`src/hdl/wddh_pkg.sv`:
```
// shared types, constants and command/status structs for the drop detector
package wddh_pkg;

  // field widths of the payloads and registers
  localparam int unsigned TimeW  = 32;
  localparam int unsigned LevelW = 16;
  localparam int unsigned StatW  = 2;
  localparam int unsigned WinW   = 16;
  localparam int unsigned LimW   = 16;
  localparam int unsigned HoldW  = 20;
  localparam int unsigned CfgW   = 20;
  localparam int unsigned CfgIdxW = 2;

  // register reset values
  localparam logic [WinW-1:0]  WindowRst = 16'd3000;
  localparam logic [LimW-1:0]  LimitRst  = 16'd40;
  localparam logic [HoldW-1:0] HoldRst   = 20'd10000;

  // register indexes
  localparam logic [CfgIdxW-1:0] CfgWindow = 2'd0;
  localparam logic [CfgIdxW-1:0] CfgLimit  = 2'd1;
  localparam logic [CfgIdxW-1:0] CfgHold   = 2'd2;

  // result status codes
  localparam logic [StatW-1:0] StatusClear     = 2'd0;
  localparam logic [StatW-1:0] StatusTriggered = 2'd1;
  localparam logic [StatW-1:0] StatusHolding   = 2'd2;

  // input transaction, also the layout of one history entry
  typedef struct packed {
    logic [TimeW-1:0]  time_ms;
    logic [LevelW-1:0] level;
  } in_t;

  // output transaction
  typedef struct packed {
    logic [StatW-1:0]  status;
    logic [LevelW-1:0] drop_amount;
  } out_t;

  // controller states
  typedef enum logic [2:0] {
    StIdle,
    StHoldChk,
    StAppend,
    StExpRd,
    StExpChk,
    StMaxScan,
    StDecide,
    StEmit
  } state_e;

  // commands from controller to datapath
  typedef struct packed {
    logic capture;
    logic hold_clear;
    logic set_held;
    logic append;
    logic exp_read;
    logic exp_pop;
    logic scan_start;
    logic scan_step;
    logic decide;
    logic emit;
  } cmd_t;

  // status from datapath to controller
  typedef struct packed {
    logic hold_hit;
    logic expired;
    logic scan_done;
    logic out_free;
  } sts_t;

endpackage

```
`src/hdl/wddh_ctrl.sv`:
```
// sequencing state machine of the drop detector
module wddh_ctrl
  import wddh_pkg::*;
(
  input  logic clk_i,
  input  logic rst_ni,
  input  logic in_valid_i,
  output logic in_stall_o,
  output cmd_t cmd_o,
  input  sts_t sts_i
);

  state_e state_q, state_d;

  // state register
  always_ff @(posedge clk_i or negedge rst_ni) begin
    if (!rst_ni) begin
      state_q <= StIdle;
    end else begin
      state_q <= state_d;
    end
  end

  // next state
  always_comb begin
    state_d = state_q;
    unique case (state_q)
      StIdle: begin
        if (in_valid_i) state_d = StHoldChk;
      end
      StHoldChk: begin
        state_d = sts_i.hold_hit ? StEmit : StAppend;
      end
      StAppend:  state_d = StExpRd;
      StExpRd:   state_d = StExpChk;
      StExpChk: begin
        state_d = sts_i.expired ? StExpRd : StMaxScan;
      end
      StMaxScan: begin
        if (sts_i.scan_done) state_d = StDecide;
      end
      StDecide:  state_d = StEmit;
      StEmit: begin
        if (sts_i.out_free) state_d = StIdle;
      end
      default:   state_d = StIdle;
    endcase
  end

  // command outputs
  always_comb begin
    cmd_o      = '0;
    in_stall_o = 1'b1;
    unique case (state_q)
      StIdle: begin
        in_stall_o    = 1'b0;
        cmd_o.capture = in_valid_i;
      end
      StHoldChk: begin
        cmd_o.set_held   = sts_i.hold_hit;
        cmd_o.hold_clear = !sts_i.hold_hit;
      end
      StAppend:  cmd_o.append = 1'b1;
      StExpRd:   cmd_o.exp_read = 1'b1;
      StExpChk: begin
        cmd_o.exp_pop    = sts_i.expired;
        cmd_o.scan_start = !sts_i.expired;
      end
      StMaxScan: cmd_o.scan_step = 1'b1;
      StDecide:  cmd_o.decide = 1'b1;
      StEmit:    cmd_o.emit = sts_i.out_free;
      default: begin
        cmd_o = '0;
      end
    endcase
  end

endmodule

```
`src/hdl/wddh_dp.sv`:
```
// datapath: registers, sample history memory, window scan and output register
module wddh_dp
  import wddh_pkg::*;
#(
  parameter int unsigned HISTORY_DEPTH = 64
) (
  input  logic                clk_i,
  input  logic                rst_ni,
  input  logic                cfg_we_i,
  input  logic [CfgIdxW-1:0]  cfg_idx_i,
  input  logic [CfgW-1:0]     cfg_data_i,
  input  in_t                 in_data_i,
  output logic                out_valid_o,
  input  logic                out_stall_i,
  output out_t                out_data_o,
  input  cmd_t                cmd_i,
  output sts_t                sts_o
);

  localparam int unsigned AddrW = (HISTORY_DEPTH > 1) ? $clog2(HISTORY_DEPTH) : 1;
  localparam int unsigned CntW  = $clog2(HISTORY_DEPTH + 1);
  localparam int unsigned SumW  = CntW + 1;
  localparam logic [AddrW-1:0] LastAddr = AddrW'(HISTORY_DEPTH - 1);
  localparam logic [CntW-1:0]  FullCnt  = CntW'(HISTORY_DEPTH);
  localparam logic [SumW-1:0]  DepthSum = SumW'(HISTORY_DEPTH);

  // wrapping increment of a ring address
  function automatic logic [AddrW-1:0] wrap_inc(input logic [AddrW-1:0] a);
    wrap_inc = (a == LastAddr) ? '0 : a + 1'b1;
  endfunction

  // configuration registers
  logic [WinW-1:0]  window_q;
  logic [LimW-1:0]  limit_q;
  logic [HoldW-1:0] hold_ms_q;

  always_ff @(posedge clk_i or negedge rst_ni) begin
    if (!rst_ni) begin
      window_q  <= WindowRst;
      limit_q   <= LimitRst;
      hold_ms_q <= HoldRst;
    end else if (cfg_we_i) begin
      unique case (cfg_idx_i)
        CfgWindow: window_q  <= cfg_data_i[WinW-1:0];
        CfgLimit:  limit_q   <= cfg_data_i[LimW-1:0];
        CfgHold:   hold_ms_q <= cfg_data_i[HoldW-1:0];
        default:   ;
      endcase
    end
  end

  // captured sample
  in_t smp_q;

  always_ff @(posedge clk_i) begin
    if (cmd_i.capture) smp_q <= in_data_i;
  end

  // hold state
  logic             hold_act_q;
  logic [TimeW-1:0] hold_end_q;
  logic [TimeW-1:0] remaining;
  logic [LevelW-1:0] drop;
  logic             trig;

  assign remaining = hold_end_q - smp_q.time_ms;
  assign sts_o.hold_hit = hold_act_q && (remaining != '0) && !remaining[TimeW-1];

  always_ff @(posedge clk_i or negedge rst_ni) begin
    if (!rst_ni) begin
      hold_act_q <= 1'b0;
      hold_end_q <= '0;
    end else if (cmd_i.hold_clear) begin
      hold_act_q <= 1'b0;
    end else if (cmd_i.decide && trig) begin
      hold_act_q <= 1'b1;
      hold_end_q <= smp_q.time_ms + TimeW'(hold_ms_q);
    end
  end

  // ring pointers
  logic [AddrW-1:0] head_q;
  logic [CntW-1:0]  count_q;
  logic [SumW-1:0]  slot_sum;
  logic [AddrW-1:0] slot;
  logic             full;

  assign full     = (count_q == FullCnt);
  assign slot_sum = SumW'(head_q) + SumW'(count_q);
  always_comb begin
    if (full) begin
      slot = head_q;
    end else if (slot_sum >= DepthSum) begin
      slot = AddrW'(slot_sum - DepthSum);
    end else begin
      slot = slot_sum[AddrW-1:0];
    end
  end

  always_ff @(posedge clk_i or negedge rst_ni) begin
    if (!rst_ni) begin
      head_q  <= '0;
      count_q <= '0;
    end else if (cmd_i.append) begin
      if (full) begin
        head_q <= wrap_inc(head_q);
      end else begin
        count_q <= count_q + 1'b1;
      end
    end else if (cmd_i.exp_pop) begin
      head_q  <= wrap_inc(head_q);
      count_q <= count_q - 1'b1;
    end
  end

  // scan pointers
  logic [AddrW-1:0]  ptr_q;
  logic [CntW-1:0]   left_q;
  logic              rvalid_q;
  logic [LevelW-1:0] max_q;
  logic              issue;

  assign issue = cmd_i.scan_step && (left_q != '0);
  assign sts_o.scan_done = (left_q == '0) && !rvalid_q;

  // history memory, one write and one registered read port
  in_t              mem [HISTORY_DEPTH];
  in_t              rd_q;
  logic             rd_en;
  logic [AddrW-1:0] rd_addr;

  assign rd_en   = cmd_i.exp_read || issue;
  assign rd_addr = cmd_i.exp_read ? head_q : ptr_q;

  always_ff @(posedge clk_i) begin
    if (cmd_i.append) mem[slot] <= smp_q;
    if (rd_en) rd_q <= mem[rd_addr];
  end

  // age check of the oldest entry
  logic [TimeW-1:0] age;
  assign age = smp_q.time_ms - rd_q.time_ms;
  assign sts_o.expired = (age > TimeW'(window_q));

  // maximum scan over the kept entries
  always_ff @(posedge clk_i or negedge rst_ni) begin
    if (!rst_ni) begin
      left_q   <= '0;
      rvalid_q <= 1'b0;
    end else if (cmd_i.scan_start) begin
      left_q   <= count_q;
      rvalid_q <= 1'b0;
    end else if (cmd_i.scan_step) begin
      if (issue) left_q <= left_q - 1'b1;
      rvalid_q <= issue;
    end
  end

  always_ff @(posedge clk_i) begin
    if (cmd_i.scan_start) begin
      ptr_q <= head_q;
      max_q <= smp_q.level;
    end else if (cmd_i.scan_step) begin
      if (issue) ptr_q <= wrap_inc(ptr_q);
      if (rvalid_q && (rd_q.level > max_q)) max_q <= rd_q.level;
    end
  end

  // decision
  assign drop = max_q - smp_q.level;
  assign trig = (drop > limit_q);

  out_t res_q;

  always_ff @(posedge clk_i) begin
    if (cmd_i.set_held) begin
      res_q.status      <= StatusHolding;
      res_q.drop_amount <= '0;
    end else if (cmd_i.decide) begin
      res_q.status      <= trig ? StatusTriggered : StatusClear;
      res_q.drop_amount <= drop;
    end
  end

  // output register
  logic out_valid_q;
  out_t out_q;

  assign sts_o.out_free = !out_valid_q || !out_stall_i;

  always_ff @(posedge clk_i or negedge rst_ni) begin
    if (!rst_ni) begin
      out_valid_q <= 1'b0;
    end else if (cmd_i.emit) begin
      out_valid_q <= 1'b1;
    end else if (!out_stall_i) begin
      out_valid_q <= 1'b0;
    end
  end

  always_ff @(posedge clk_i) begin
    if (cmd_i.emit) out_q <= res_q;
  end

  assign out_valid_o = out_valid_q;
  assign out_data_o  = out_q;

  // checks
  a_count_bound: assert property (@(posedge clk_i) disable iff (!rst_ni)
    count_q <= FullCnt)
    else $error("history count above depth");

  a_append_nonempty: assert property (@(posedge clk_i) disable iff (!rst_ni)
    cmd_i.append |=> (count_q != '0))
    else $error("history empty after append");

  a_emit_free: assert property (@(posedge clk_i) disable iff (!rst_ni)
    cmd_i.emit |-> (!out_valid_q || !out_stall_i))
    else $error("result overwrites a stalled transaction");

  a_pop_nonempty: assert property (@(posedge clk_i) disable iff (!rst_ni)
    cmd_i.exp_pop |-> (count_q > CntW'(1)))
    else $error("newest entry expired");

endmodule

```
`src/hdl/windowed_drop_detector_hold.sv`:
```
// one transaction at a time: a new sample is taken only while the sequencer is idle
// the run time grows with the entries kept and the entries expired, set by the single read port
// of the history memory, through which each scanned entry and each expired entry is read
// the output register lets the next transaction in while a result waits
// reset clears control, pointers and hold state; history contents stay unset
module windowed_drop_detector_hold
  import wddh_pkg::*;
#(
  parameter int unsigned HISTORY_DEPTH = 64
) (
  input  logic               clk_i,
  input  logic               rst_ni,
  input  logic               cfg_we_i,
  input  logic [CfgIdxW-1:0] cfg_idx_i,
  input  logic [CfgW-1:0]    cfg_data_i,
  input  logic               in_valid_i,
  output logic               in_stall_o,
  input  in_t                in_data_i,
  output logic               out_valid_o,
  input  logic               out_stall_i,
  output out_t               out_data_o
);

  cmd_t cmd;
  sts_t sts;

  // sequencer
  wddh_ctrl u_ctrl (
    .clk_i      (clk_i),
    .rst_ni     (rst_ni),
    .in_valid_i (in_valid_i),
    .in_stall_o (in_stall_o),
    .cmd_o      (cmd),
    .sts_i      (sts)
  );

  // datapath
  wddh_dp #(
    .HISTORY_DEPTH (HISTORY_DEPTH)
  ) u_dp (
    .clk_i       (clk_i),
    .rst_ni      (rst_ni),
    .cfg_we_i    (cfg_we_i),
    .cfg_idx_i   (cfg_idx_i),
    .cfg_data_i  (cfg_data_i),
    .in_data_i   (in_data_i),
    .out_valid_o (out_valid_o),
    .out_stall_i (out_stall_i),
    .out_data_o  (out_data_o),
    .cmd_i       (cmd),
    .sts_o       (sts)
  );

endmodule
```
`config.mk`:
```
export PLATFORM = sky130hd
export DESIGN_NAME = windowed_drop_detector_hold
export DESIGN_NICKNAME = d
export VERILOG_FILES = /design/src/hdl/wddh_pkg.sv /design/src/hdl/wddh_ctrl.sv /design/src/hdl/wddh_dp.sv /design/src/hdl/windowed_drop_detector_hold.sv
export SDC_FILE = /design/constraint.sdc
export NUM_CORES = 2
export LEC_CHECK = 0
export BUFFER_PORTS_ARGS = -buffer_cell sky130_fd_sc_hd__buf_4
export CAP_MARGIN = 25
export CORE_MARGIN = 4
export CORE_UTILIZATION = 30
export DETAILED_ROUTE_END_ITERATION = 8
export HOLD_SLACK_MARGIN = 0.1
export PLACE_DENSITY = 0.5
export SYNTH_ARGS = -nofsm -noshare
export SYNTH_HDL_FRONTEND = slang
export SYNTH_SLANG_ARGS = --single-unit
```
`constraint.sdc`:
```
create_clock -name clk_i -period 12.15 [get_ports clk_i]
set_input_delay 0.6075 -clock clk_i [delete_from_list [all_inputs] [get_ports clk_i]]
set_output_delay 0.6075 -clock clk_i [all_outputs]
set_load 0.02 [all_outputs]
```
# Word-level counts from Yosys, hierarchy flattened
# Memories as Yosys holds them, arrays and structs flattened. A register that Yosys moved wholly into a read port is not among the register bits.
# Index checks and enable logic that the tools add are counted.
op_classes:
  n_lt_le_gt_ge: 4
  muxes: 44
  n_bitwise: 1
  n_addsub: 11
  n_reduce_logical: 33
  n_mul: 0
  div_mod_pow: 0
  n_eq_ne: 18
  shift: 0
ops:
  columns: ["op", "n"]
  rows:
  - ["$mux 6", 11]
  - ["$sub 32x32->32", 2]
  - ["$mux 16", 3]
  - ["$mux 7", 6]
  - ["$add 32x20->32", 1]
  - ["$gt 16x16->1", 2]
  - ["$gt 32x16->1", 1]
  - ["$reduce_bool 32->1", 1]
  - ["$pmux 3 s8", 1]
  - ["$mux 1", 16]
  - ["$reduce_and 2->1", 8]
  - ["$sub 16x16->16", 1]
  - ["$mux 3", 5]
  - ["$sub 7x1->7 const B", 2]
  - ["$add 6x1->6 const B", 2]
  - ["$eq 3x3->1 const B", 4]
  - ["$eq 6x6->1 const B", 2]
  - ["$reduce_bool 2->1", 5]
  - ["$add 6x7->8", 1]
  - ["$ge 8x7->1 const B", 1]
  - ["$add 7x1->7 const B", 1]
  - ["$eq 7x7->1 const B", 1]
  - ["$logic_not 7->1", 1]
  - ["$reduce_bool 7->1", 1]
  - ["15 further kinds", 32]
totals:
  word_cells: 131
  input_bits: 75
  out_inout_bits: 20
  n_memories: 1
  mem_bits_rw: 3072
  rom_bits: 0
  register_bits: 216
  latch_bits: 0
mem_list:
  columns: ["name", "words", "word_bits", "read_ports", "rd_clocked_by_memory_dff", "wr", "line_no", "source"]
  rows:
  - ["u_dp.mem", 64, 48, 1, 1, 1, "wddh_dp.sv:127", "in_t mem [HISTORY_DEPTH];"]

# Longest topological paths before layout
depth:
  word_depth: 8
  ltp_mapped: 24
  mapped_depth_nobuf: 23

# Modules after synthesis
# A second synthesis with hierarchy kept.
unflattened:
  cells_unflattened: 7008
  hier_area_um2: 134318.8
modules_own_cells:
  columns: ["mod", "area_per_inst_um2", "cells_each", "instances"]
  rows:
  - ["wddh_dp", 134027.3, 6975, 1]
  - ["wddh_ctrl", 291.5, 33, 1]

# Worst setup path after synthesis
# No wires, ideal clock.
synth_timing:
  kind: "register -> register"
  start: "register u_dp.smp_q[17] in the netlist's numbering"
  end: "register u_dp.max_q[0] (enable)"
  setup_time_ns: 0.411
  period_less_slack_ns: 5.887
  path_stages_with_launch: 22
  path_slack_ns: 6.263
  n_path_buf: 1
  required_time_ns: 11.739
  arrival_time_ns: 5.476
  path_cell_list: "edfxtp_1 inv_1 fa_1 nand2b_1 a211oi_1 nor3_2 nor2_1 nor2_1 o21ai_0 xor2_1 ha_1 nand4_1 nor2_1 a221o_1 o31ai_1 o31a_1 nand2_1 nor4_1 and4_1 nand3_1 clkbuf_1 o21ai_0"
synth_via:
  elab_chain_len: 6
  word_cells_on_any_way: 7
synth_rtl:
  columns: ["item", "line_no", "source"]
  rows:
  - ["start: declaration", "wddh_dp.sv:53", "in_t smp_q;"]
  - ["start signal: assignment", "wddh_dp.sv:56", "if (cmd_i.capture) smp_q <= in_data_i;"]
  - ["$sub 32x32->32 *", "wddh_dp.sv:142", "assign age = smp_q.time_ms - rd_q.time_ms;"]
  - ["$gt 32x16->1 *", "wddh_dp.sv:143", "assign sts_o.expired = (age > TimeW'(window_q));"]
  - ["$logic_not 1->1 *", "wddh_ctrl.sv:67", "cmd_o.scan_start = !sts_i.expired;"]
  - ["$mux 2 *", "wddh_ctrl.sv:54", "unique case (state_q)"]
  - ["$reduce_bool 2->1 (no line)", null, null]
  - ["$reduce_and 2->1 (no line) *", null, null]
  - ["end signal: assignment", "wddh_dp.sv:162", "max_q <= smp_q.level;"]
  - ["end signal: assignment", "wddh_dp.sv:165", "if (rvalid_q && (rd_q.level > max_q)) max_q <= rd_q.level;"]
  - ["end: declaration", "wddh_dp.sv:120", "logic [LevelW-1:0] max_q;"]
# Every way passes the cells marked *; elsewhere a longest branch is shown, timed or not.
# A chain may end at the register's enable or synchronous reset.

# Worst setup path after layout
layout_timing:
  start: "register u_dp.smp_q[17] in the netlist's numbering"
  end: "register u_dp.max_q[10] (enable)"
# The elaborated chain is that of the path after synthesis.

==> impl_results.md <==
- Result of the run: complete, no violations
- Vias post-DR: 91700
- Instance area at placement: 147000 sq um
- Antenna violations before repair: 28
- Class of the worst hold path: primary input to asynchronous set/reset pin
- Combinational family with the most area after synthesis: simple AND/OR/NAND/NOR gates
- Final routed DRC violation total: 0
- Total power: 37.2 mW
- Clk Tree Root Cell: sky130_fd_sc_hd__clkbuf_16
- Number of design-rule violations left by the first detailed-router iteration: 10400
- I/O Buffers: 94
- Hold Buf Count CTS: 71
- Count of cell types in the netlist: just over 90
- Layout overhead on the synthesized area: 15.1%
- Largest buffer count on any clock path: 4
- Seq cells post-synth: approximately 3300
- Synth Net Count: 11200
- Die Span X: 688 um
- Worst-Skew Late Latency: 0.96 ns
- Mux share of post-synthesis cell area: 0.503%
- Clock sink count: about 3300
- Instance count of the mapped netlist: 11000
- Ratio of cells with drive above 1 in the final layout: 9.15%
- DIE AREA: 473000 sq um
- Min Clock Period, post-route: between 7 and 8 ns
- Areal power density over the cells: around 230 nW/um^2
- Slew @ Worst Pin: 1.27 ns
- Row cnt: 249
- CTS tree: built
- Yosys warning total: 0
- Post-Synth XOR/XNOR Area: less than 1%
- Detailed-route wire length: roughly 460000 um
- Global-route wire length before repair: 649000 um
- Post-DRT Antenna Nets: 0
- Final net count: 11300
- Flip-flop cell with the highest count after synthesis: sky130_fd_sc_hd__edfxtp_1
- Adder-cell share of the synthesized area: around 1.5%
- Critical path type: flip-flop to flip-flop
- Sequential-to-total area share from yosys stat: 71.7%
- Slew headroom: 14.8%
- Clock transition at the registers of the reported paths: 0.06 ns
- Pre-antenna DRT Iters: 6
- Routed length per placed instance: 26.2 um
- Mean Syn Cell Area: 12.6 sq um
- Share of the clock period used by the worst path: 61.1%
- Synthesized-area fraction occupied by ao, oa, aoi and oai cells: 8.14%
- Number of global-route vias before repair: roughly 87000
- Highest clock rate: 135 MHz
- Critical path's slowest cell: sky130_fd_sc_hd__o21ai_1
- Crit path arrival time: approximately 8.0 ns
- CP max stage delay: 0.76 ns
- Global-route total usage across every layer: 18.8%
- GPL Wtd Cong: just under 0.9
- Number of maximum-capacitance violations: 0
- Starting density of the core: 30.1%
- Total standard cell area after synthesis: 139000 sq um
- Largest net degree at the start of global routing: between 100 and 150
- Number of ports placed on the die boundary: 95
- Setup-failing EPs final: 0
- Overflow after GRT: 0
- Core region area: between 400000 and 500000 sq um
- Setup Skew: 0.0758 ns
- CP Max Fanout: just under 70
- Unrepaired setup endpoints after global routing: no
- Category of the worst setup path launch point: flip-flop
- Count of fill cells added during filler insertion: 44800
- Critical path endpoint category: flip-flop
- Reg-to-reg startpoint: u_dp.smp_q[17]$_DFFE_PP_
- H-Tree Depth: 5
- Quantity of gates resized following cts: 0
- Ordered list of cells on the worst path: buf_4 -> inv_1 -> fa_1 -> nand2b_1 -> a211oi_1 -> nor3_2 -> nor2_1 -> nor2_1 -> o21ai_0 -> xor2_1 -> ha_1 -> a21oi_1 -> nand2_1 -> a221o_1 -> o31ai_1 -> o31a_1 -> nand2_1 -> nor4_1 -> and4_1 -> nand3_2 -> o21ai_1 -> buf_4
- WP buf/inv: 3
- Asr flop ratio synth: 3.30%
- Leakage Power: 54.6 nW
- Setup Buffers After CTS: 0
- Die Span Y: about 700 um
- Required time at the worst-slack endpoint: 12.77 ns
- Critical Path Source: u_dp.smp_q[17]$_DFFE_PP_
- Setup TNS: 0 ns
- Average vias per placed instance: 5.23
- CP top delay family: compound AO/OA/AOI/OAI gates
- TritonCTS Buffers: 363
- HPWL after DPL: 247000 um
- Number of flops mapped to enable cells by yosys: 3208
- Max Transition Viols Final: 0
- Simple-gate area share of the yosys netlist: 15.1%
- Post-route cell area: between 150000 and 200000 sq um
- Worst IR Drop VDD: 0.198 mV
- Endpoints failing hold: 0
[power by group]
part           leakage, nW  switching, mW  internal (mW)  total (mW)
combinational         18.7           8.89           3.57        12.5
clock                 5.60           4.57           6.23        10.8
sequential            30.3          0.368           13.6        14.0
total                 54.6           13.8           23.4        37.2
[sequential cells by signal, indices dropped and copies added (netlist names), 7 cells and up]
| register | cells |
|---|---|
| u_dp.out_data_o | 18 |
| u_dp.mem | 3072 |
| u_dp.left_q | 7 |
| u_dp.window_q | 16 |
| u_dp.max_q | 16 |
| u_dp.limit_q | 16 |
| u_dp.hold_end_q | 32 |
| u_dp.smp_q | 48 |
| u_dp.res_q | 18 |
| u_dp.count_q | 7 |
| u_dp.hold_ms_q | 20 |
| u_dp.rd_q | 48 |
[layer usage]
layer,vias to the layer above,share of wire [%],GRT usage (%)
met5,-,0.012,0
met4,8,3.6,6.33
met3,665,7.1,2.58
met2,3388,45,29.8
met1,46700,44,26.3
li1,40900,-,-
[worst reg2reg max path, stage by stage (launching register included)]
cell and delay [ns]:
sky130_fd_sc_hd__edfxtp_1 0.32, sky130_fd_sc_hd__buf_4 0.63, sky130_fd_sc_hd__inv_1 0.31, sky130_fd_sc_hd__fa_1 0.49, sky130_fd_sc_hd__nand2b_1 0.22, sky130_fd_sc_hd__a211oi_1 0.40
sky130_fd_sc_hd__nor3_2 0.16, sky130_fd_sc_hd__nor2_1 0.11, sky130_fd_sc_hd__nor2_1 0.07, sky130_fd_sc_hd__o21ai_0 0.24, sky130_fd_sc_hd__xor2_1 0.23, sky130_fd_sc_hd__ha_1 0.30
sky130_fd_sc_hd__a21oi_1 0.18, sky130_fd_sc_hd__nand2_1 0.08, sky130_fd_sc_hd__a221o_1 0.29, sky130_fd_sc_hd__o31ai_1 0.31, sky130_fd_sc_hd__o31a_1 0.28, sky130_fd_sc_hd__nand2_1 0.07
sky130_fd_sc_hd__nor4_1 0.23, sky130_fd_sc_hd__and4_1 0.35, sky130_fd_sc_hd__nand3_2 0.75, sky130_fd_sc_hd__o21ai_1 0.78, sky130_fd_sc_hd__buf_4 0.31
[cells in the final DEF, fill, tap and decap left out, types with 10 or more instances in the layout]
cell / netlist / routed
sky130_fd_sc_hd__nor4_1: 12 / 12
sky130_fd_sc_hd__mux2i_1: 13 / 10
sky130_fd_sc_hd__xnor2_1: 62 / 62
sky130_fd_sc_hd__buf_4: 4 / 340
sky130_fd_sc_hd__dfstp_2: 14 / 14
sky130_fd_sc_hd__xor2_1: 27 / 27
sky130_fd_sc_hd__clkbuf_16: 0 / 374
sky130_fd_sc_hd__dfrtp_1: 96 / 96
sky130_fd_sc_hd__nor2_1: 179 / 113
sky130_fd_sc_hd__o21ai_0: 127 / 126
sky130_fd_sc_hd__a21o_1: 33 / 33
sky130_fd_sc_hd__clkinv_2: 0 / 55
sky130_fd_sc_hd__nor2_4: 0 / 66
sky130_fd_sc_hd__a31oi_1: 200 / 200
sky130_fd_sc_hd__o21a_1: 15 / 14
sky130_fd_sc_hd__clkinv_1: 0 / 83
sky130_fd_sc_hd__dfxtp_1: 18 / 18
sky130_fd_sc_hd__nand3_1: 827 / 826
sky130_fd_sc_hd__and3_1: 399 / 399
sky130_fd_sc_hd__nand2b_1: 23 / 23
sky130_fd_sc_hd__nand2_1: 3279 / 3279
sky130_fd_sc_hd__inv_1: 167 / 167
sky130_fd_sc_hd__ha_1: 159 / 159
sky130_fd_sc_hd__a211oi_1: 163 / 162
sky130_fd_sc_hd__mux2_2: 48 / 46
sky130_fd_sc_hd__buf_12: 0 / 31
sky130_fd_sc_hd__o31ai_1: 10 / 10
sky130_fd_sc_hd__nand4_1: 25 / 25
sky130_fd_sc_hd__a311oi_1: 578 / 578
sky130_fd_sc_hd__o211ai_1: 12 / 12
sky130_fd_sc_hd__nor3_1: 48 / 48
sky130_fd_sc_hd__a21oi_1: 326 / 324
sky130_fd_sc_hd__or3_1: 10 / 10
sky130_fd_sc_hd__o21bai_1: 14 / 14
sky130_fd_sc_hd__bufinv_16: 0 / 26
sky130_fd_sc_hd__nor2b_1: 20 / 20
sky130_fd_sc_hd__dlygate4sd3_1: 0 / 71
sky130_fd_sc_hd__clkbuf_1: 653 / 90
sky130_fd_sc_hd__edfxtp_1: 3208 / 3208
[Yosys cell counts, types with 15 or more instances]
cell type	number	area [sq um]
sky130_fd_sc_hd__nand2_1	3279	12300
sky130_fd_sc_hd__edfxtp_1	3208	96300
sky130_fd_sc_hd__nand3_1	827	4140
sky130_fd_sc_hd__clkbuf_1	653	2450
sky130_fd_sc_hd__a311oi_1	578	5060
sky130_fd_sc_hd__and3_1	399	2500
sky130_fd_sc_hd__a21oi_1	326	1630
sky130_fd_sc_hd__a31oi_1	200	1250
sky130_fd_sc_hd__nor2_1	179	672
sky130_fd_sc_hd__inv_1	167	627
sky130_fd_sc_hd__a211oi_1	163	1220
sky130_fd_sc_hd__ha_1	159	1990
sky130_fd_sc_hd__o21ai_0	127	636
sky130_fd_sc_hd__dfrtp_1	96	2400
sky130_fd_sc_hd__xnor2_1	62	543
sky130_fd_sc_hd__mux2_2	48	541
sky130_fd_sc_hd__nor3_1	48	240
sky130_fd_sc_hd__buf_1	45	169
sky130_fd_sc_hd__a21o_1	33	248
sky130_fd_sc_hd__xor2_1	27	236
sky130_fd_sc_hd__nand4_1	25	156
sky130_fd_sc_hd__nand2b_1	23	144
sky130_fd_sc_hd__buf_2	21	105
sky130_fd_sc_hd__nor2b_1	20	125
sky130_fd_sc_hd__dfxtp_1	18	360
sky130_fd_sc_hd__o21a_1	15	113
[kinds of logic (layout without fill, tap and decap cells)]
kind of cell | after synthesis | count (layout)
XOR/XNOR | 89 | 89
AND/OR/NAND/NOR | 4881 | 4881
flip-flops | 3336 | 3336
AO/OA/AOI/OAI | 1573 | 1573
buffers and inverters | 891 | 1276
adder cells (fa/ha/maj) | 165 | 165
other | 0 | 5
multiplexers | 63 | 63
[per-stage QoR]
stage	setup WS, ns	hold WS (ns)	utilization [%]	instances
2_1_floorplan	6.26	0.312	-	11000
3_3_place_gp	4.63	0.412	32.0	16800
3_5_place_dp	4.77	0.416	32.0	16800
4_1_cts	4.72	0.177	34.7	17500
5_1_grt	4.25	0.253	34.7	17500
6_report	4.73	0.236	34.7	17500
[area by class of cell]
cell class,instances,area [sq um],share of cell area [%]
inverter,167,627,0.393
antenna,5,12.5,0.00784
clock inverter,187,1670,1.04
tap,6149,7690,4.82
multi-input combinational,6771,36400,22.8
sequential,3336,99500,62.3
timing repair buffer,451,3970,2.49
clock buffer,471,9790,6.14
[path summary, 6_finish.rpt]
kind	slack (ns)	to	cells past startpoint
max	4.73	u_dp.max_q[10]$_DFFE_PP_	22
min	0.24	u_dp.hold_ms_q[18]$_DFFE_PN0P_	2
max reg2reg	4.73	u_dp.max_q[10]$_DFFE_PP_	22
min reg2reg	0.43	u_dp.out_data_o[16]$_DFFE_PP_	0
max in group asynchronous	10.87	u_dp.rvalid_q$_DFFE_PN0P_	3
min in group clk_i	0.31	u_dp.window_q[11]$_DFFE_PN1P_	5
(Power assumes the default switching activity.)
